===== src/tbes_pkg.sv =====
// ----------------------------------------------------------------------------
// tbes_pkg: shared types and codes for the timer bank expiry scan
// Command codes, register indexes, tick word and the adder request bundle.
// ----------------------------------------------------------------------------
package tbes_pkg;

  localparam int MASK_W = 8;   // width of the registered and handler masks
  localparam int WORD_W = 32;  // tick counter, period and deadline width

  typedef logic [WORD_W-1:0] word_t;
  typedef logic [MASK_W-1:0] mask_t;

  localparam logic [2:0] CMD_TICK      = 3'd0;
  localparam logic [2:0] CMD_START_ONE = 3'd1;
  localparam logic [2:0] CMD_START_PER = 3'd2;
  localparam logic [2:0] CMD_STOP      = 3'd3;
  localparam logic [2:0] CMD_QUERY     = 3'd4;
  localparam logic [2:0] CMD_PROCESS   = 3'd5;

  localparam logic REG_REGISTERED = 1'b0;
  localparam logic REG_HANDLER    = 1'b1;

  // request to the shared add/subtract unit
  typedef struct packed {
    word_t a;
    word_t b;
    logic  sub;
  } alu_req_t;

endpackage


===== src/tbes_addsub.sv =====
// ----------------------------------------------------------------------------
// tbes_addsub: shared 32-bit add/subtract unit
// One adder serves tick increment, deadline arming, expiry test and reload.
// ----------------------------------------------------------------------------
module tbes_addsub (
  input  tbes_pkg::alu_req_t req,
  output tbes_pkg::word_t    y
);
  import tbes_pkg::*;

  word_t b_eff;

  // subtract as a + ~b + 1
  assign b_eff = req.sub ? ~req.b : req.b;
  assign y     = req.a + b_eff + word_t'(req.sub);

endmodule


===== src/tbes_timer_ram.sv =====
// ----------------------------------------------------------------------------
// tbes_timer_ram: deadline and period storage
// One write port, one read port per array, registered read data.
// ----------------------------------------------------------------------------
module tbes_timer_ram #(
  parameter int DEPTH = 8,
  parameter int AW    = 3
) (
  input  logic              clk,
  input  logic              dl_we,
  input  logic              pd_we,
  input  logic [AW-1:0]     wr_addr,
  input  tbes_pkg::word_t   dl_wdata,
  input  tbes_pkg::word_t   pd_wdata,
  input  logic [AW-1:0]     rd_addr,
  output tbes_pkg::word_t   dl_rdata,
  output tbes_pkg::word_t   pd_rdata
);
  import tbes_pkg::*;

  word_t deadline_mem [DEPTH];
  word_t period_mem   [DEPTH];
  word_t dl_rdata_r;
  word_t pd_rdata_r;

  always_ff @(posedge clk) begin
    if (dl_we) begin
      deadline_mem[wr_addr] <= dl_wdata;
    end
    if (pd_we) begin
      period_mem[wr_addr] <= pd_wdata;
    end
    // read-before-write on a shared address
    dl_rdata_r <= deadline_mem[rd_addr];
    pd_rdata_r <= period_mem[rd_addr];
  end

  assign dl_rdata = dl_rdata_r;
  assign pd_rdata = pd_rdata_r;

endmodule


===== src/timer_bank_expiry_scan.sv =====
// ----------------------------------------------------------------------------
// timer_bank_expiry_scan: bank of millisecond timers with expiry scan
// Free-running tick counter, one-shot and periodic timers, in-order scan.
// ----------------------------------------------------------------------------
// Usage: an item is taken when start is high and busy is low. Tick, start,
// stop, query and unused commands finish in the accept cycle; their single
// result is strobed on the following cycle and busy never rises. A process
// command holds busy while it visits min(NUM_TIMERS, 8) timers one per
// cycle, save that each periodic timer that expires in the scan holds the
// scan for a second pass through the shared adder to reload its deadline,
// and then for a closing step; the last result strobes in the first
// cycle that busy is low. The pace is set by the single 32-bit add/subtract
// unit and the single read port of the deadline/period memory. Results are
// strobed for exactly one cycle and cannot be held off, so the receiver must
// take every out_strobe. Fire results come in ascending index order, the
// final one marked by out_last; a scan with nothing to report gives one empty
// result. Only the eight timers that the masks cover can ever be armed, so
// storage is sized to the lesser of NUM_TIMERS and eight. Memory contents are
// not cleared at reset: an entry's data is used only once a start has written it.
// ----------------------------------------------------------------------------
module timer_bank_expiry_scan #(
  parameter int NUM_TIMERS = 8
) (
  input  logic                clk,
  input  logic                rst_n,
  // command channel
  input  logic                start,
  output logic                busy,
  input  logic [2:0]          in_command,
  input  logic [2:0]          in_timer_index,
  input  tbes_pkg::word_t     in_period_ms,
  // result channel
  output logic                out_strobe,
  output logic                out_accepted,
  output logic                out_active_flag,
  output logic                out_fired,
  output logic [2:0]          out_fired_index,
  output logic                out_last,
  // configuration
  input  logic                cfg_we,
  input  logic                cfg_index,
  input  tbes_pkg::mask_t     cfg_data
);
  import tbes_pkg::*;

  // timers reachable through the 8-bit masks and 3-bit index
  localparam int SCAN_N = (NUM_TIMERS < MASK_W) ? NUM_TIMERS : MASK_W;
  localparam int IDX_W  = (SCAN_N > 1) ? $clog2(SCAN_N) : 1;

  localparam logic [1:0] ST_IDLE = 2'd0;
  localparam logic [1:0] ST_CHK  = 2'd1;  // expiry test of one timer
  localparam logic [1:0] ST_UPD  = 2'd2;  // periodic deadline reload
  localparam logic [1:0] ST_FIN  = 2'd3;  // flush held fire / empty result

  localparam logic [IDX_W-1:0] LAST_IDX = IDX_W'(SCAN_N - 1);

  logic [1:0]        state_r, state_nxt;
  logic [IDX_W-1:0]  scan_r, scan_nxt;
  logic              pend_v_r, pend_v_nxt;     // a fire is held back
  logic [IDX_W-1:0]  pend_idx_r, pend_idx_nxt;
  word_t             now_r, now_nxt;
  mask_t             reg_mask_r, reg_mask_nxt;
  mask_t             hdl_mask_r, hdl_mask_nxt;
  logic [SCAN_N-1:0] active_r, active_nxt;
  logic [SCAN_N-1:0] periodic_r, periodic_nxt;

  logic              strobe_r, strobe_nxt;
  logic              acc_r, acc_nxt;
  logic              act_r, act_nxt;
  logic              fir_r, fir_nxt;
  logic [2:0]        fidx_r, fidx_nxt;
  logic              last_r, last_nxt;

  alu_req_t          alu_req;
  word_t             alu_y;

  logic              dl_we, pd_we;
  logic [IDX_W-1:0]  wr_addr, rd_addr;
  word_t             dl_wdata;
  word_t             dl_rdata, pd_rdata;

  logic [IDX_W-1:0]  cmd_idx;
  logic              idx_ok;
  logic [IDX_W-1:0]  scan_inc;
  logic              is_last;
  logic              expired;
  logic              go_upd;
  mask_t             newly;

  tbes_addsub u_addsub (
    .req (alu_req),
    .y   (alu_y)
  );

  tbes_timer_ram #(
    .DEPTH (SCAN_N),
    .AW    (IDX_W)
  ) u_ram (
    .clk      (clk),
    .dl_we    (dl_we),
    .pd_we    (pd_we),
    .wr_addr  (wr_addr),
    .dl_wdata (dl_wdata),
    .pd_wdata (in_period_ms),
    .rd_addr  (rd_addr),
    .dl_rdata (dl_rdata),
    .pd_rdata (pd_rdata)
  );

  assign cmd_idx  = in_timer_index[IDX_W-1:0];
  assign idx_ok   = 32'(in_timer_index) < 32'(SCAN_N);
  assign scan_inc = scan_r + 1'b1;
  assign is_last  = (scan_r == LAST_IDX);
  assign newly    = cfg_data & ~reg_mask_r;
  assign dl_wdata = alu_y;

  // expiry test: registered, active and (now - deadline) not negative
  assign expired = reg_mask_r[scan_r] && active_r[scan_r] && !alu_y[WORD_W-1];
  assign go_upd  = expired && periodic_r[scan_r];

  always_comb begin
    state_nxt    = state_r;
    scan_nxt     = scan_r;
    pend_v_nxt   = pend_v_r;
    pend_idx_nxt = pend_idx_r;
    now_nxt      = now_r;
    reg_mask_nxt = reg_mask_r;
    hdl_mask_nxt = hdl_mask_r;
    active_nxt   = active_r;
    periodic_nxt = periodic_r;

    strobe_nxt = 1'b0;
    acc_nxt    = 1'b0;
    act_nxt    = 1'b0;
    fir_nxt    = 1'b0;
    fidx_nxt   = 3'd0;
    last_nxt   = 1'b0;

    alu_req = '{a: now_r, b: word_t'(1), sub: 1'b0};
    dl_we   = 1'b0;
    pd_we   = 1'b0;
    wr_addr = scan_r;
    rd_addr = '0;   // idle: prefetch timer 0 for a process command

    unique case (state_r)
      ST_IDLE: begin
        if (start) begin
          strobe_nxt = 1'b1;
          last_nxt   = 1'b1;
          unique case (in_command) inside
            CMD_TICK: begin
              now_nxt = alu_y;
              acc_nxt = 1'b1;
            end
            CMD_START_ONE, CMD_START_PER: begin
              alu_req.b = in_period_ms;
              if (idx_ok && (in_period_ms != '0) && hdl_mask_r[in_timer_index]) begin
                dl_we   = 1'b1;
                pd_we   = 1'b1;
                wr_addr = cmd_idx;
                active_nxt[cmd_idx]   = 1'b1;
                periodic_nxt[cmd_idx] = (in_command == CMD_START_PER);
                acc_nxt = 1'b1;
              end
            end
            CMD_STOP: begin
              if (idx_ok) begin
                active_nxt[cmd_idx] = 1'b0;
              end
              acc_nxt = 1'b1;
            end
            CMD_QUERY: begin
              acc_nxt = 1'b1;
              act_nxt = idx_ok && active_r[cmd_idx];
            end
            CMD_PROCESS: begin
              strobe_nxt = 1'b0;
              last_nxt   = 1'b0;
              state_nxt  = ST_CHK;
              scan_nxt   = '0;
              pend_v_nxt = 1'b0;
            end
            default: begin
              acc_nxt = 1'b0;   // unused code: rejected
            end
          endcase
        end
      end

      ST_CHK: begin
        alu_req = '{a: now_r, b: dl_rdata, sub: 1'b1};
        if (expired && !periodic_r[scan_r]) begin
          active_nxt[scan_r] = 1'b0;
        end
        // fires are held back until the next one or the closing step so the final one can carry last
        if (expired && hdl_mask_r[scan_r]) begin
          if (pend_v_r) begin
            strobe_nxt = 1'b1;
            acc_nxt    = 1'b1;
            fir_nxt    = 1'b1;
            fidx_nxt   = 3'(pend_idx_r);
          end
          pend_v_nxt   = 1'b1;
          pend_idx_nxt = scan_r;
        end
        if (go_upd) begin
          rd_addr   = scan_r;   // keep this timer's data for the reload
          state_nxt = ST_UPD;
        end else if (is_last) begin
          rd_addr   = scan_r;
          state_nxt = ST_FIN;
        end else begin
          rd_addr  = scan_inc;
          scan_nxt = scan_inc;
        end
      end

      ST_UPD: begin
        alu_req = '{a: dl_rdata, b: pd_rdata, sub: 1'b0};
        dl_we   = 1'b1;
        wr_addr = scan_r;
        if (is_last) begin
          rd_addr   = scan_r;
          state_nxt = ST_FIN;
        end else begin
          rd_addr   = scan_inc;
          scan_nxt  = scan_inc;
          state_nxt = ST_CHK;
        end
      end

      ST_FIN: begin
        strobe_nxt = 1'b1;
        acc_nxt    = 1'b1;
        last_nxt   = 1'b1;
        fir_nxt    = pend_v_r;
        fidx_nxt   = pend_v_r ? 3'(pend_idx_r) : 3'd0;
        pend_v_nxt = 1'b0;
        state_nxt  = ST_IDLE;
      end

      default: begin
        state_nxt = ST_IDLE;
      end
    endcase

    // register writes must arrive only while idle; the block does not enforce this
    if (cfg_we) begin
      unique case (cfg_index)
        REG_REGISTERED: begin
          active_nxt   = active_nxt & ~newly[SCAN_N-1:0];
          reg_mask_nxt = cfg_data;
        end
        REG_HANDLER: begin
          hdl_mask_nxt = cfg_data;
        end
        default: begin
          hdl_mask_nxt = hdl_mask_r;
        end
      endcase
    end
  end

  always_ff @(posedge clk) begin
    if (!rst_n) begin
      state_r    <= ST_IDLE;
      scan_r     <= '0;
      pend_v_r   <= 1'b0;
      now_r      <= '0;
      reg_mask_r <= '0;
      hdl_mask_r <= '0;
      active_r   <= '0;
      periodic_r <= '0;
      strobe_r   <= 1'b0;
    end else begin
      state_r    <= state_nxt;
      scan_r     <= scan_nxt;
      pend_v_r   <= pend_v_nxt;
      now_r      <= now_nxt;
      reg_mask_r <= reg_mask_nxt;
      hdl_mask_r <= hdl_mask_nxt;
      active_r   <= active_nxt;
      periodic_r <= periodic_nxt;
      strobe_r   <= strobe_nxt;
    end
  end

  // payload registers
  always_ff @(posedge clk) begin
    pend_idx_r <= pend_idx_nxt;
    acc_r      <= acc_nxt;
    act_r      <= act_nxt;
    fir_r      <= fir_nxt;
    fidx_r     <= fidx_nxt;
    last_r     <= last_nxt;
  end

  assign busy            = (state_r != ST_IDLE);
  assign out_strobe      = strobe_r;
  assign out_accepted    = acc_r;
  assign out_active_flag = act_r;
  assign out_fired       = fir_r;
  assign out_fired_index = fidx_r;
  assign out_last        = last_r;

`ifndef SYNTHESIS
  // a reload pass only ever follows an expiry test
  a_upd_after_chk: assert property (@(posedge clk) disable iff (!rst_n)
    ($past(rst_n) && state_r == ST_UPD) |-> $past(state_r) == ST_CHK)
    else $error("reload pass without preceding expiry test");

  // the closing step always strobes a final result
  a_fin_strobes_last: assert property (@(posedge clk) disable iff (!rst_n)
    ($past(rst_n) && $past(state_r) == ST_FIN) |-> (out_strobe && out_last))
    else $error("scan closed without final result");

  // busy rises only on an accepted process command
  a_busy_on_process: assert property (@(posedge clk) disable iff (!rst_n)
    ($past(rst_n) && $rose(busy)) |->
      ($past(start) && $past(in_command) == CMD_PROCESS))
    else $error("busy without process command");

  // a non-final result is always a fire report
  a_mid_is_fire: assert property (@(posedge clk) disable iff (!rst_n)
    (out_strobe && !out_last) |-> (out_fired && out_accepted && busy))
    else $error("non-final result that is not a fire");

  // no fire is held back once the sequencer is idle
  a_no_pend_idle: assert property (@(posedge clk) disable iff (!rst_n)
    ($past(rst_n) && state_r == ST_IDLE) |-> !pend_v_r)
    else $error("held fire left after scan");
`endif

endmodule

===== config.mk =====
export PLATFORM = sky130hd
export DESIGN_NAME = timer_bank_expiry_scan
export DESIGN_NICKNAME = d
export VERILOG_FILES = /design/src/tbes_pkg.sv /design/src/tbes_addsub.sv /design/src/tbes_timer_ram.sv /design/src/timer_bank_expiry_scan.sv
export SDC_FILE = /design/constraint.sdc
export NUM_CORES = 1
export LEC_CHECK = 0
export BUFFER_PORTS_ARGS = -buffer_cell sky130_fd_sc_hd__buf_2
export CAP_MARGIN = 20
export CORE_MARGIN = 2
export CORE_UTILIZATION = 55
export DETAILED_ROUTE_END_ITERATION = 6
export HOLD_SLACK_MARGIN = 0.15
export MAX_ROUTING_LAYER = met4
export PLACE_DENSITY = 0.71
export SYNTH_ARGS = -nofsm -noshare
export SYNTH_HDL_FRONTEND = slang
export SYNTH_SLANG_ARGS = --single-unit

===== constraint.sdc =====
create_clock -name clk -period 11.2 [get_ports clk]
set_clock_uncertainty 0.15 [all_clocks]
set_input_delay 2.24 -clock clk [delete_from_list [all_inputs] [get_ports clk]]
set_output_delay 2.24 -clock clk [all_outputs]
set_load 0.01 [all_outputs]

Word-level counts from Yosys, hierarchy flattened
Memories as Yosys holds them, arrays and structs flattened. A register that Yosys moved wholly into a read port is not among the register bits.
Cells that the tools add are included.
{"block": "word_totals", "reg_bits": 81, "latchBits": 0, "ram_bits": 512, "rom_bits": 0, "word_cells": 147, "memories": 2}
{"name": "u_ram.deadline_mem", "depth": 8, "width": 32, "rd": 1, "rd_ports_with_merged_regs": 1, "write_ports": 1, "line": "tbes_timer_ram.sv:21", "text": "word_t deadline_mem [DEPTH];"}
{"name": "u_ram.period_mem", "depth": 8, "width": 32, "rd": 1, "rd_ports_with_merged_regs": 1, "write_ports": 1, "line": "tbes_timer_ram.sv:22", "text": "word_t period_mem [DEPTH];"}
{"block": "op_classes", "addsub": 3, "n_mul": 0, "div": 0, "n_lt_le_gt_ge": 4, "n_eq_ne": 13, "shift": 0, "n_mux": 72, "bitwise_logic": 11, "n_reduce_logical": 27}
{"operator": "two-way mux 32 bit", "n": 4}
{"operator": "case mux 32 bit (3 select lines)", "n": 1}
{"operator": "two-way mux 8 bit", "n": 5}
{"operator": "adder 32 x 1 -> 32 bit", "n": 1}
{"operator": "adder 32 bit", "n": 1}
{"operator": "AND 8 bit", "n": 4}
{"operator": "inverter 32 bit", "n": 1}
{"operator": "inverter 8 bit", "n": 4}
{"operator": "case mux 8 bit (2 select lines)", "n": 2}
{"operator": "nonzero test 32 bit", "n": 1}
{"operator": "two-way mux 3 bit", "n": 10}
{"operator": "two-way mux 1 bit", "n": 25}
{"operator": "binary-select mux 1 bit (select 3 bit)", "n": 6}
{"operator": "case mux 3 bit (2 select lines)", "n": 2}
{"operator": "AND reduction 3 bit", "n": 4}
{"operator": "two-way mux 2 bit", "n": 5}
{"operator": "== test 3 bit, second input constant", "n": 3}
{"operator": "case mux 1 bit (3 select lines)", "n": 3}
{"operator": "case mux 3 bit (3 select lines)", "n": 1}
{"operator": "bitwise mux 8 bit", "n": 1}
{"operator": "logical AND 1 bit", "n": 8}
{"operator": "< comparator 3 x 4 -> 1 bit, second input constant", "n": 2}
{"operator": "OR 8 bit", "n": 1}
{"operator": "case mux 1 bit (2 select lines)", "n": 4}
{"operator": "20 further kinds", "n": 31}

Longest topological paths before layout
Gate-level depths: netlist of run 1.
{"block": "depth", "word_depth": 17, "ltp_mapped": 25}

Modules after synthesis
Synthesis of run 1 repeated with hierarchy kept, for this count alone.
{"block": "hier_totals", "cells_unflattened": 1743, "hier_area_um2": 27796.7}
{"mod": "tbes_timer_ram", "n_inst": 1, "cells_each": 826, "area_per_inst_um2": 20589.7}
{"mod": "timer_bank_expiry_scan", "n_inst": 1, "cells_each": 629, "area_per_inst_um2": 5119.9}
{"mod": "tbes_addsub", "n_inst": 1, "cells_each": 288, "area_per_inst_um2": 2087.0}

Least setup slack after synthesis of run 1
OpenSTA, ideal clock, no wires.
{"block": "synth_path", "path_kind": "input port to flip-flop", "from": "input in_command[1]", "to": "register u_ram.dl_rdata_r[30] (netlist: u_ram.dl_rdata[30]), read port of u_ram.deadline_mem", "setup_ns": 0.086, "arrival_time_ns": 6.966, "required_time_ns": 10.964, "slack_ns": 3.999, "cell_stages": 23, "n_path_buf": 6, "cell_sequence": "buf_4 > xnor2_2 > nor3_1 > clkbuf_1 > a22oi_1 > nor2b_1 > o21ai_0 > o21ai_0 > ha_1 > a21o_1 > a21o_1 > a221o_1 > and3_1 > o311a_1 > or3_4 > and3_1 > or3_1 > buf_2 > buf_2 > buf_4 > buf_2 > mux2i_1 > a211oi_1"}
{"block": "synth_between", "elab_chain_cells": 14}
{"item": "from (decl)", "line": "timer_bank_expiry_scan.sv:29", "text": "input logic [2:0] in_command,"}
{"item": "== test 3 x 1 -> 1 bit (no source line) or == test 3 x 2 -> 1 bit (tied branches)"}
{"item": "OR reduction 2 bit (*)", "line": "timer_bank_expiry_scan.sv:150", "text": "unique case (in_command) inside"}
{"item": "two-way mux 32 bit (*)", "line": "timer_bank_expiry_scan.sv:150"}
{"item": "two-way mux 32 bit (*)", "line": "timer_bank_expiry_scan.sv:147", "text": "if (start) begin"}
{"item": "case mux 32 bit (3 select lines) (*)", "line": "timer_bank_expiry_scan.sv:145", "text": "unique case (state_r)"}
{"item": "inverter 32 bit", "line": "tbes_addsub.sv:14", "text": "assign b_eff = req.sub ? ~req.b : req.b;"}
{"item": "two-way mux 32 bit (*)", "line": "tbes_addsub.sv:14"}
{"item": "adder 32 bit (*)", "line": "tbes_addsub.sv:15", "text": "assign y = req.a + b_eff + word_t'(req.sub);"}
{"item": "adder 32 x 1 -> 32 bit (*)", "line": "tbes_addsub.sv:15"}
{"item": "logical NOT 1 bit (*)", "line": "timer_bank_expiry_scan.sv:118", "text": "assign expired = reg_mask_r[scan_r] && active_r[scan_r] && !alu_y[WORD_W-1];"}
{"item": "logical AND 1 bit (*)", "line": "timer_bank_expiry_scan.sv:118"}
{"item": "logical AND 1 bit (*)", "line": "timer_bank_expiry_scan.sv:119", "text": "assign go_upd = expired && periodic_r[scan_r];"}
{"item": "two-way mux 3 bit (*)"}
{"item": "case mux 3 bit (2 select lines) (*)", "line": "timer_bank_expiry_scan.sv:145"}
{"item": "to (decl)", "line": "tbes_timer_ram.sv:23", "text": "word_t dl_rdata_r;"}
Mark *: on every way between the ends. The rest lies on a longest branch, timed or not.
A chain may end at the register's enable or synchronous reset.

Worst setup path after layout of run 1
{"block": "layout_path", "from": "input in_command[0]", "to": "register u_ram.pd_rdata_r[9] (netlist: u_ram.pd_rdata[9]), read port of u_ram.period_mem"}
{"block": "layout_between", "elab_chain_cells": 14}
{"item": "== test 3 x 1 -> 1 bit (no source line) or == test 3 x 2 -> 1 bit (tied branches)"}
{"item": "OR reduction 2 bit (*)", "line": "timer_bank_expiry_scan.sv:150"}
{"item": "two-way mux 32 bit (*)", "line": "timer_bank_expiry_scan.sv:150"}
{"item": "two-way mux 32 bit (*)", "line": "timer_bank_expiry_scan.sv:147"}
{"item": "case mux 32 bit (3 select lines) (*)", "line": "timer_bank_expiry_scan.sv:145"}
{"item": "inverter 32 bit", "line": "tbes_addsub.sv:14"}
{"item": "two-way mux 32 bit (*)", "line": "tbes_addsub.sv:14"}
{"item": "adder 32 bit (*)", "line": "tbes_addsub.sv:15"}
{"item": "adder 32 x 1 -> 32 bit (*)", "line": "tbes_addsub.sv:15"}
{"item": "logical NOT 1 bit (*)", "line": "timer_bank_expiry_scan.sv:118"}
{"item": "logical AND 1 bit (*)", "line": "timer_bank_expiry_scan.sv:118"}
{"item": "logical AND 1 bit (*)", "line": "timer_bank_expiry_scan.sv:119"}
{"item": "two-way mux 3 bit (*)"}
{"item": "case mux 3 bit (2 select lines) (*)", "line": "timer_bank_expiry_scan.sv:145"}
{"item": "to (decl)", "line": "tbes_timer_ram.sv:24", "text": "word_t pd_rdata_r;"}
Marks and branches as above.

==> results of run 1 <==
[synthesized netlist by cell type, drive strengths merged (44+ instances only)]
| cell | number |
|---|---|
| nor2b | 46 |
| nand2 | 273 |
| clkbuf | 69 |
| edfxtp | 515 |
| mux2i | 139 |
| and3 | 78 |
| a211oi | 128 |
| a21boi | 44 |
| o21ai | 106 |
| buf | 67 |
| a21oi | 45 |
| dfxtp | 142 |
| a32o | 64 |
[layer usage]
metal | up-vias | global-route usage (%)
met5 | - | -
met2 | 739 | 44.6
met1 | 9103 | 35.9
met4 | 0 | 9.33
met3 | 152 | 5.05
li1 | 8144 | -
[stage by stage]
| step | power (W) | hold slack, ns | cell area [um^2] | worst slack, ns |
|---|---|---|---|---|
| floorplan | 0.00345 | 0.270 | 27900 | 4.00 |
| global placement | 0.00373 | 0.285 | 28900 | 2.65 |
| detailed placement | 0.00375 | 0.296 | 28900 | 2.41 |
| CTS | 0.00608 | 0.305 | 31300 | 3.00 |
| global route | 0.00626 | 0.329 | 31300 | 2.81 |
| finish | 0.00607 | 0.306 | 31300 | 3.09 |
[tightest hold or removal path, stage by stage (launching register included)]
cell     delay [ns]
dfxtp_1        0.31
nand3_1        0.06
nand2_1        0.04
[flip-flops by register name, indices dropped and copies added (netlist names), 2 cells and up]
signal              flops
u_ram.deadline_mem    256
u_ram.period_mem      256
now_r                  32
u_ram.dl_rdata         32
u_ram.pd_rdata         32
active_r                8
hdl_mask_r              8
periodic_r              8
reg_mask_r              8
out_fired_index         3
pend_idx_r              3
scan_r                  3
state_r                 2
[cells by family (layout without fill, tap and decap cells)]
kind of cell	count (synthesis)	after routing	share of synthesized area, %
flops	657	657	65.6
simple gates	527	527	9.15
compound gates	510	510	13.3
other cells	0	2	0
xor+xnor	32	32	1.03
mux	175	175	6.64
fa+ha+maj	38	38	1.73
buf+inv	168	256	2.57
[final timing paths]
path / slack [ns] / endpoint / cells past startpoint
min: 0.31 / now_r[21] / 2
min reg2reg: 0.31 / now_r[21] / 2
max reg2reg: 4.00 / u_ram.pd_rdata[9] / 22
max: 3.09 / u_ram.pd_rdata[9] / 21
[cells in the final DEF (no fill, tap or decap), types with 35 or more instances in the layout]
| master | count |
|---|---|
| nor2b_1 | 46 |
| a21boi_0 | 43 |
| a211oi_1 | 128 |
| a21oi_1 | 45 |
| buf_4 | 36 |
| buf_2 | 60 |
| a32o_1 | 64 |
| dfxtp_1 | 142 |
| ha_1 | 35 |
| clkbuf_16 | 71 |
| and3_1 | 77 |
| nand2_1 | 272 |
| edfxtp_1 | 515 |
| o21ai_0 | 99 |
| mux2i_1 | 139 |
[layout make-up]
class | instances | area, um^2 | area share (%)
flip-flops and latches | 657 | 18300 | 58.5
multi-input cells | 1282 | 9050 | 28.9
clock buffers | 86 | 1880 | 6.02
repair buffers | 99 | 618 | 1.98
clock inverters | 39 | 470 | 1.50
well taps | 672 | 841 | 2.69
diodes | 2 | 5.00 | 0.0160
inverters | 32 | 120 | 0.384
[power breakdown]
| group | internal [W] | leakage [nW] | total, W | switching [W] |
|---|---|---|---|---|
| logic | 0.000229 | 3.83 | 0.000836 | 0.000607 |
| clock network | 0.00143 | 1.14 | 0.00235 | 0.000929 |
| registers | 0.00284 | 5.86 | 0.00288 | 0.0000396 |
==> impl_metrics.json, run 1 <==
{
  "clk_latency_ns": 0.61,
  "io-pin-count": 60,
  "worstPathRequired_ns": 11.55,
  "final_cells": 2869,
  "dr.pass1.iters": 6,
  "dr.first_iter.drc_count": 1699,
  "synth_top_cell_by_area": "edfxtp_1",
  "setup_tns_ns": 0,
  "synth-edff-count": 515,
  "n_fill_cell": 3712,
  "cts_sinks": 657,
  "die_width_um": 229,
  "cts_buffers": 68,
  "placedCellCount": 2739,
  "core_mm2": 0.0502,
  "ant_nets": 0,
  "grt_pass1_wl_um": 107000,
  "wirelength_um": 71300,
  "route.detailed.drc": 0,
  "min_path_type": "reg2reg",
  "cts_max_level": 3,
  "synth_seq_cells": 657,
  "wl_per_cell_um": 24.9,
  "crit_type": "in2reg",
  "worstPathArrival_ns": 8.46,
  "nets": 2229,
  "async_reset_ff_share_pct": 0,
  "crit_path_start_kind": "input port",
  "relSlewSlack_pct": 29.5,
  "gp_routability_congestion": 0.914,
  "highest_layer": "met4",
  "crit_chain": "buf_2, xnor2_2, nor3_2, buf_4, a22oi_1, nor2b_1, o21ai_0, o21ai_0, ha_1, a21o_1, o21ai_0, a31oi_1, o311a_1, or3_4, a21oi_1, or3_4, buf_4, buf_12, and3_1, a211oi_1, a211oi_1",
  "num_vias": 18100,
  "powerDensity_mw_per_mm2": 194,
  "initial_utilization_pct": 55.6,
  "synth-main-ff-cell": "edfxtp_1",
  "path_buf_inv": 4,
  "clkTransAtPathRegs_ns": 0.06,
  "reg2reg_from": "state_r[0]",
  "yosys_warnings": 0,
  "max-cap-violations": 0,
  "syn_area_mm2": 0.0279,
  "grt_max_degree": 83,
  "cts_tree": "yes",
  "antenna_found_initial": 2,
  "hold_buffers": 0,
  "irDropWorstVdd_mv": 0.146,
  "cts-resized-gates": 0,
  "cts_max_path_buffers": 3,
  "maxSlewViolCount": 0,
  "min_period_over_period_pct": 72.4,
  "min_from": "now_r[21]",
  "worst_slew_pin_slew_ns": 1.06,
  "rsz0062_at_grt": "no",
  "synth_seq_area_share_pct": 65.6,
  "synth_top_area_share_pct": 55.4,
  "path_max_fanout": 49,
  "postCtsSetupBuffers": 0,
  "critPathLaunch": "in_command[0]",
  "fp-row-count": 82,
  "syn2layout_area_growth_pct": 12.1,
  "min_period_ns": 8.11,
  "drive_gt1_share_pct": 12.4,
  "hold_violations": 0,
  "leakage_nw": 10.8,
  "met1_length_um": 29100,
  "grt_pass1_vias": 17900,
  "max_freq_mhz": 123,
  "outcome": "finished clean",
  "die_y_um": 229,
  "synth_cell_types": 74,
  "synthCells": 2107,
  "syn_area_per_cell_um2": 13.2,
  "die_area_mm2": 0.0526,
  "endpoint_kind": "flip-flop",
  "overflow": 0,
  "dp_hpwl_um": 40000,
  "final_util_pct": 62.4,
  "avgViaCountPerCell": 6.32,
  "track_usage_pct": 27.8,
  "io_buffers": 59,
  "path_delay_family": "compound AO/OA/AOI/OAI gates",
  "cp_slowest_cell": "or3_4",
  "cts-root-buf": "clkbuf_16",
  "wl_met2_um": 34600,
  "yosys-top-cells-area": "edfxtp_1 55%, dfxtp_1 10%, mux2i_1 5.0%",
  "syn_nets": 2196,
  "critPathMaxStageDelay_ns": 0.68,
  "setup_viol": 0,
  "wl_met3_um": 5400,
  "worst_path_most_repeated_cell": "o21ai_0"
}
Note: power is estimated with default switching activity, not from simulation.
==> inputs of run 2 (changes only) <==
PLACE_DENSITY = 0.74   (was 0.71)
clock period = 7.2 ns   (was 11.2 ns; I/O delays follow)
==> run 2 against run 1 <==
First-iteration DRC count grew 16%. Highest routed layer unchanged. Worst setup slack lost 2.3 ns. Via count grew 0.23%. Sequential cell count is the same.
==> impl_metrics.json, run 2 (synthesis results as in run 1) <==
{
  "max-cap-violations": 0,
  "placedCellCount": 2756,
  "clk_latency_ns": 0.61,
  "layout_commonest_cell": "edfxtp_1",
  "io_buffers": 59,
  "cts_tree": "yes",
  "place_ws_ns": 0.270,
  "endpoint_kind": "flip-flop",
  "hold_buffers": 0,
  "initial_utilization_pct": 55.6,
  "path_max_fanout": 34,
  "die_y_um": 229,
  "wirelength_um": 71200,
  "rsz0062_at_grt": "no",
  "pwr-share-seq_pct": 48.3,
  "die_area_mm2": 0.0526,
  "cts-resized-gates": 0,
  "cts_max_level": 3,
  "min_period_over_period_pct": 88.8,
  "power_w": 0.00928,
  "grt_pass1_wl_um": 108000,
  "grt_pass1_vias": 18200,
  "switching_power_w": 0.00246,
  "relSlewSlack_pct": 26.4,
  "dr.pass1.iters": 6,
  "finalWorstSetupSlack_ns": 0.805,
  "overflow": 0,
  "p_comb_share_pct": 14.5,
  "io-pin-count": 60,
  "final_cell_mix": "515 x edfxtp_1, 272 x nand2_1, 142 x dfxtp_1",
  "powerDensity_mw_per_mm2": 296,
  "p_int_w": 0.00683,
  "whs_ns": 0.303,
  "wl_per_cell_um": 24.7,
  "syn2layout_area_growth_pct": 12.3,
  "grt_max_degree": 78,
  "dp_hpwl_um": 41300,
  "num_vias": 18200,
  "final_cells": 2879,
  "nets": 2243,
  "drive_gt1_share_pct": 13.0,
  "swShare_pct": 26.5,
  "crit_type": "in2reg",
  "gp_routability_congestion": 0.913,
  "core_mm2": 0.0502,
  "worstPathRequired_ns": 7.56,
  "fp-row-count": 82,
  "setup_tns_ns": 0,
  "crit_path_start_kind": "input port",
  "cts-root-buf": "clkbuf_16",
  "cts_buffers": 68,
  "track_usage_pct": 27.9,
  "antenna_found_initial": 1,
  "postCtsSetupBuffers": 0,
  "outcome": "finished clean",
  "reg.largest.list": "u_ram.deadline_mem x256, u_ram.period_mem x256",
  "min_period_ns": 6.40,
  "cts_sinks": 657,
  "clkTransAtPathRegs_ns": 0.06,
  "n_fill_cell": 3707,
  "worst_slew_pin_slew_ns": 1.10,
  "die_width_um": 229,
  "irDropWorstVdd_mv": 0.213,
  "ant_nets": 0,
  "clkPwrFrac_pct": 37.2,
  "max_freq_mhz": 156,
  "dr.first_iter.drc_count": 1970,
  "min_path_type": "reg2reg",
  "cts_max_path_buffers": 3,
  "worstPathArrival_ns": 6.75,
  "hold_violations": 0,
  "leakage_nw": 10.9,
  "setup_viol": 0,
  "route.detailed.drc": 0,
  "maxSlewViolCount": 0,
  "avgViaCountPerCell": 6.31
}
[run 2: cell count changes in the layout (fill, tap and decap cells not counted), sizes merged]
cell    change
clkinv      -7
buf        +15
diode       -1
clkbuf      +9
bufinv      -6
[run 2: area by class of cell]
| class | count | area (um^2) | area share (%) |
|---|---|---|---|
| tap | 672 | 841 | 2.68 |
| inverter | 32 | 120 | 0.383 |
| antenna | 1 | 2.50 | 0.00798 |
| sequential | 657 | 18300 | 58.4 |
| multi-input combinational | 1282 | 9050 | 28.9 |
| timing repair buffer | 113 | 838 | 2.67 |
| clock inverter | 26 | 243 | 0.775 |
| clock buffer | 96 | 1940 | 6.19 |
[run 2: path summary, 6_finish.rpt]
| kind | from | end | slack [ns] | cells past startpoint |
|---|---|---|---|---|
| max reg2reg | state_r[0] | u_ram.dl_rdata[10] | 0.93 | 22 |
| min reg2reg | now_r[27] | now_r[27] | 0.30 | 2 |
| max | in_command[1] | u_ram.dl_rdata[10] | 0.80 | 21 |
| min | now_r[27] | now_r[27] | 0.30 | 2 |
[run 2: metrics by stage]
step                      cell area (um^2)  utilization, %
after detailed placement             29200            58.1
final                                31300            62.5
after floorplan                      27900               -
after CTS                            31300            62.5
after global placement               29200            58.1
after global routing                 31300            62.5
[run 2: worst max-delay path, stage by stage]
cell and delay, ns:
buf_2 0.16, xnor2_2 0.18, nor3_2 0.25, buf_12 0.26, a22oi_1 0.12, nor2b_1 0.19
o21ai_0 0.16, o21ai_0 0.14, ha_1 0.39, a21o_1 0.20, a21o_1 0.17, a221o_1 0.31
and3_1 0.22, o311a_1 0.38, or3_4 0.39, and2_1 0.27, o311ai_4 0.35, buf_4 0.51
nand2_1 0.13, a32o_1 0.28, a211oi_1 0.23
[run 2: per-layer routing]
metal	share of wire [%]	global-route usage, %
met1	41	35.7
met2	49	45.0
met3	6.9	4.39
met4	3.5	11.0
met5	0	-
[run 2: power by group through the flow]
stage | Sequential, W | Combinational (W) | Clock [W]
CTS | 0.00449 | 0.00134 | 0.00348
global placement | 0.00456 | 0.00129 | 0
finish | 0.00449 | 0.00135 | 0.00345
floorplan | 0.00453 | 0.000832 | 0
global route | 0.00449 | 0.00146 | 0.00364
detailed placement | 0.00456 | 0.00133 | 0
==> inputs of run 3 (changes only) <==
ABC_AREA = 1   (was not set)
CORE_MARGIN = 3   (was 2)
==> run 3 against run 2 <==
Combinational power up 81%. Critical path depth up 8. First-iteration DRC count up 5.1%. Worst setup slack better by 0.53 ns. Die area up 14%. Via count up 27%. Critical path type unchanged. Largest power group unchanged. Highest routed layer unchanged.
==> impl_metrics.json, run 3 <==
{
  "synth-main-ff-cell": "edfxtp_1",
  "path_delay_family": "simple AND/OR/NAND/NOR gates",
  "avgViaCountPerCell": 5.35,
  "irDropWorstVdd_mv": 0.224,
  "placedCellCount": 4174,
  "max_freq_mhz": 171,
  "reg2reg_from": "state_r[0]",
  "cts_buffers": 70,
  "switching_power_w": 0.00340,
  "dp_hpwl_um": 46500,
  "worst_path_most_repeated_cell": "nand2_1",
  "postCtsSetupBuffers": 0,
  "synthCells": 3477,
  "io_buffers": 59,
  "grt_max_degree": 170,
  "r2r_slack_ns": 1.37,
  "die_width_um": 245,
  "syn_nets": 3566,
  "powerDensity_mw_per_mm2": 307,
  "p_comb_share_pct": 23.0,
  "critPathMaxStageDelay_ns": 0.50,
  "num_vias": 23000,
  "dr.first_iter.drc_count": 2070,
  "outcome": "finished clean",
  "syn_area_per_cell_um2": 9.04,
  "place_area_mm2": 0.0324,
  "ant_nets": 0,
  "max-cap-violations": 0,
  "worst-path-stages": 29,
  "worstPathArrival_ns": 6.20,
  "maxSlewViolCount": 0,
  "pwr-share-seq_pct": 44.8,
  "min_period_ns": 5.86,
  "io-pin-count": 60,
  "synth_top_cells_by_count": "1062 x nand2_1, 596 x inv_1, 515 x edfxtp_1, 286 x nand3_1, 142 x dfxtp_1",
  "overflow": 0,
  "synth_seq_cells": 657,
  "min_path_type": "reg2reg",
  "syn2layout_area_growth_pct": 10.1,
  "hold_buffers": 0,
  "leakage_nw": 15.5,
  "reg.largest.list": "u_ram.deadline_mem x256, u_ram.period_mem x256",
  "wirelength_um": 77900,
  "synth_most_common_cell": "nand2_1",
  "syn_area_mm2": 0.0314,
  "hold_violations": 0,
  "yosys-top-cells-area": "edfxtp_1 49%, nand2_1 13%, dfxtp_1 9.0%",
  "initial_utilization_pct": 55.6,
  "critPathLaunch": "in_command[0]",
  "final_cell_area_mm2": 0.0346,
  "setup_tns_ns": 0,
  "crit_type": "in2reg",
  "p_int_w": 0.00722,
  "swShare_pct": 32.0,
  "rsz0062_at_grt": "no",
  "grt_pass1_vias": 21600,
  "wl_per_cell_um": 18.1,
  "die_area_mm2": 0.0601,
  "min_period_over_period_pct": 81.4,
  "core_mm2": 0.0565,
  "setup_viol": 0,
  "cp_slowest_cell": "inv_1",
  "cts-resized-gates": 0,
  "clk_latency_ns": 0.61,
  "cts_max_path_buffers": 3,
  "synth_cell_types": 53,
  "r2r_cells": 31,
  "layout_commonest_cell": "nand2_1",
  "nets": 3580,
  "synth_top_cell_by_area": "edfxtp_1",
  "clkPwrFrac_pct": 32.2,
  "crit_path_start_kind": "input port",
  "reg2reg_to": "u_ram.dl_rdata[14]",
  "crit_path_end": "u_ram.dl_rdata[14]",
  "relSlewSlack_pct": 22.8,
  "grt_pass1_wl_um": 121000,
  "cts_sinks": 657,
  "final_cells": 4304,
  "dr.pass1.iters": 6,
  "cts_tree": "yes",
  "worstPathRequired_ns": 7.54,
  "cts_max_level": 3,
  "antenna_found_initial": 3,
  "cts-root-buf": "clkbuf_16",
  "drive_gt1_share_pct": 7.08,
  "final_cell_mix": "1061 x nand2_1, 595 x inv_1, 515 x edfxtp_1",
  "path_max_fanout": 66,
  "synth_seq_area_share_pct": 58.2,
  "path_buf_inv": 6,
  "worst_slew_pin_slew_ns": 1.15,
  "endpoint_kind": "flip-flop",
  "die_y_um": 245,
  "route.detailed.drc": 0,
  "synth-edff-count": 515,
  "track_usage_pct": 26.8,
  "fp-row-count": 87,
  "synth_top_area_share_pct": 49.2,
  "gp_routability_congestion": 0.921,
  "yosys_warnings": 0,
  "clkTransAtPathRegs_ns": 0.05,
  "async_reset_ff_share_pct": 0
}
run 3: cell types whose count changed after synthesis, moves of 78 or more:
| cell | change |
|---|---|
| and3_1 | -78 |
| nand3_1 | +263 |
| mux2i_1 | -138 |
| inv_1 | +564 |
| nand2_1 | +790 |
| a211oi_1 | -127 |
| nand3b_1 | +121 |
run 3: layout make-up:
| class | instances | area [um^2] |
|---|---|---|
| fillers | 4717 | 21900 |
| inverters | 603 | 2260 |
| repair buffers | 108 | 793 |
| diodes | 3 | 7.51 |
| multi-input cells | 2051 | 10100 |
| clock inverters | 28 | 238 |
| well taps | 756 | 946 |
| flip-flops and latches | 657 | 18300 |
| clock buffers | 98 | 1920 |
run 3: how the worst min path moves through the flow:
stage | startpoint | to | slack [ns] | cells after the start
2_1_floorplan | now_r[2] | now_r[2] | 0.27 | 2
3_3_place_gp | now_r[2] | now_r[2] | 0.29 | 2
3_5_place_dp | reg_mask_r[2] | reg_mask_r[2] | 0.30 | 2
4_1_cts | reg_mask_r[2] | reg_mask_r[2] | 0.31 | 2
5_1_grt | now_r[2] | now_r[2] | 0.33 | 2
6_report | reg_mask_r[2] | reg_mask_r[2] | 0.31 | 2
run 3: through the flow:
step           hold WS [ns]  utilization [%]  power, W  setup WS [ns]
5_1_grt               0.330             61.3    0.0111          0.873
4_1_cts               0.311             61.2    0.0107           1.44
6_report              0.313             61.3    0.0106           1.34
2_1_floorplan         0.274                -   0.00641           1.38
3_3_place_gp          0.288             57.3   0.00725          0.919
3_5_place_dp          0.302             57.4   0.00727          0.829
run 3: worst min-delay path: cells and delay by family, from the launching register on:
family,cells,cell delay [ns]
compound gates,1,0.05
flops,1,0.30
simple gates,1,0.06
run 3: cell families (layout without fill, tap and decap cells):
| family | count (synthesis) | after routing | share of synthesized area (%) |
|---|---|---|---|
| buffers and inverters | 769 | 837 | 10.1 |
| multiplexers | 1 | 1 | 0.0318 |
| adder cells (fa/ha/maj) | 38 | 38 | 1.54 |
| flip-flops | 657 | 657 | 58.2 |
| AO/OA/AOI/OAI | 320 | 320 | 5.61 |
| XOR/XNOR | 63 | 63 | 1.76 |
| AND/OR/NAND/NOR | 1629 | 1629 | 22.7 |
| other | 0 | 3 | 0 |
run 3: layer usage:
metal / wire length (um) / track usage [%] / vias to the layer above
li1: - / - / 11200
met1: 32800 / 35.5 / 10800
met2: 37400 / 42.6 / 811
met3: 5470 / 3.88 / 140
met4: 2200 / 9.15 / 0
met5: 0 / - / -
run 3: power groups by stage:
stage	clock, W	combinational [W]	sequential, W
after global placement	0	0.00242	0.00483
after CTS	0.00346	0.00245	0.00475
after detailed placement	0	0.00243	0.00483
after global routing	0.00362	0.00270	0.00476
final	0.00342	0.00244	0.00475
after floorplan	0	0.00165	0.00476
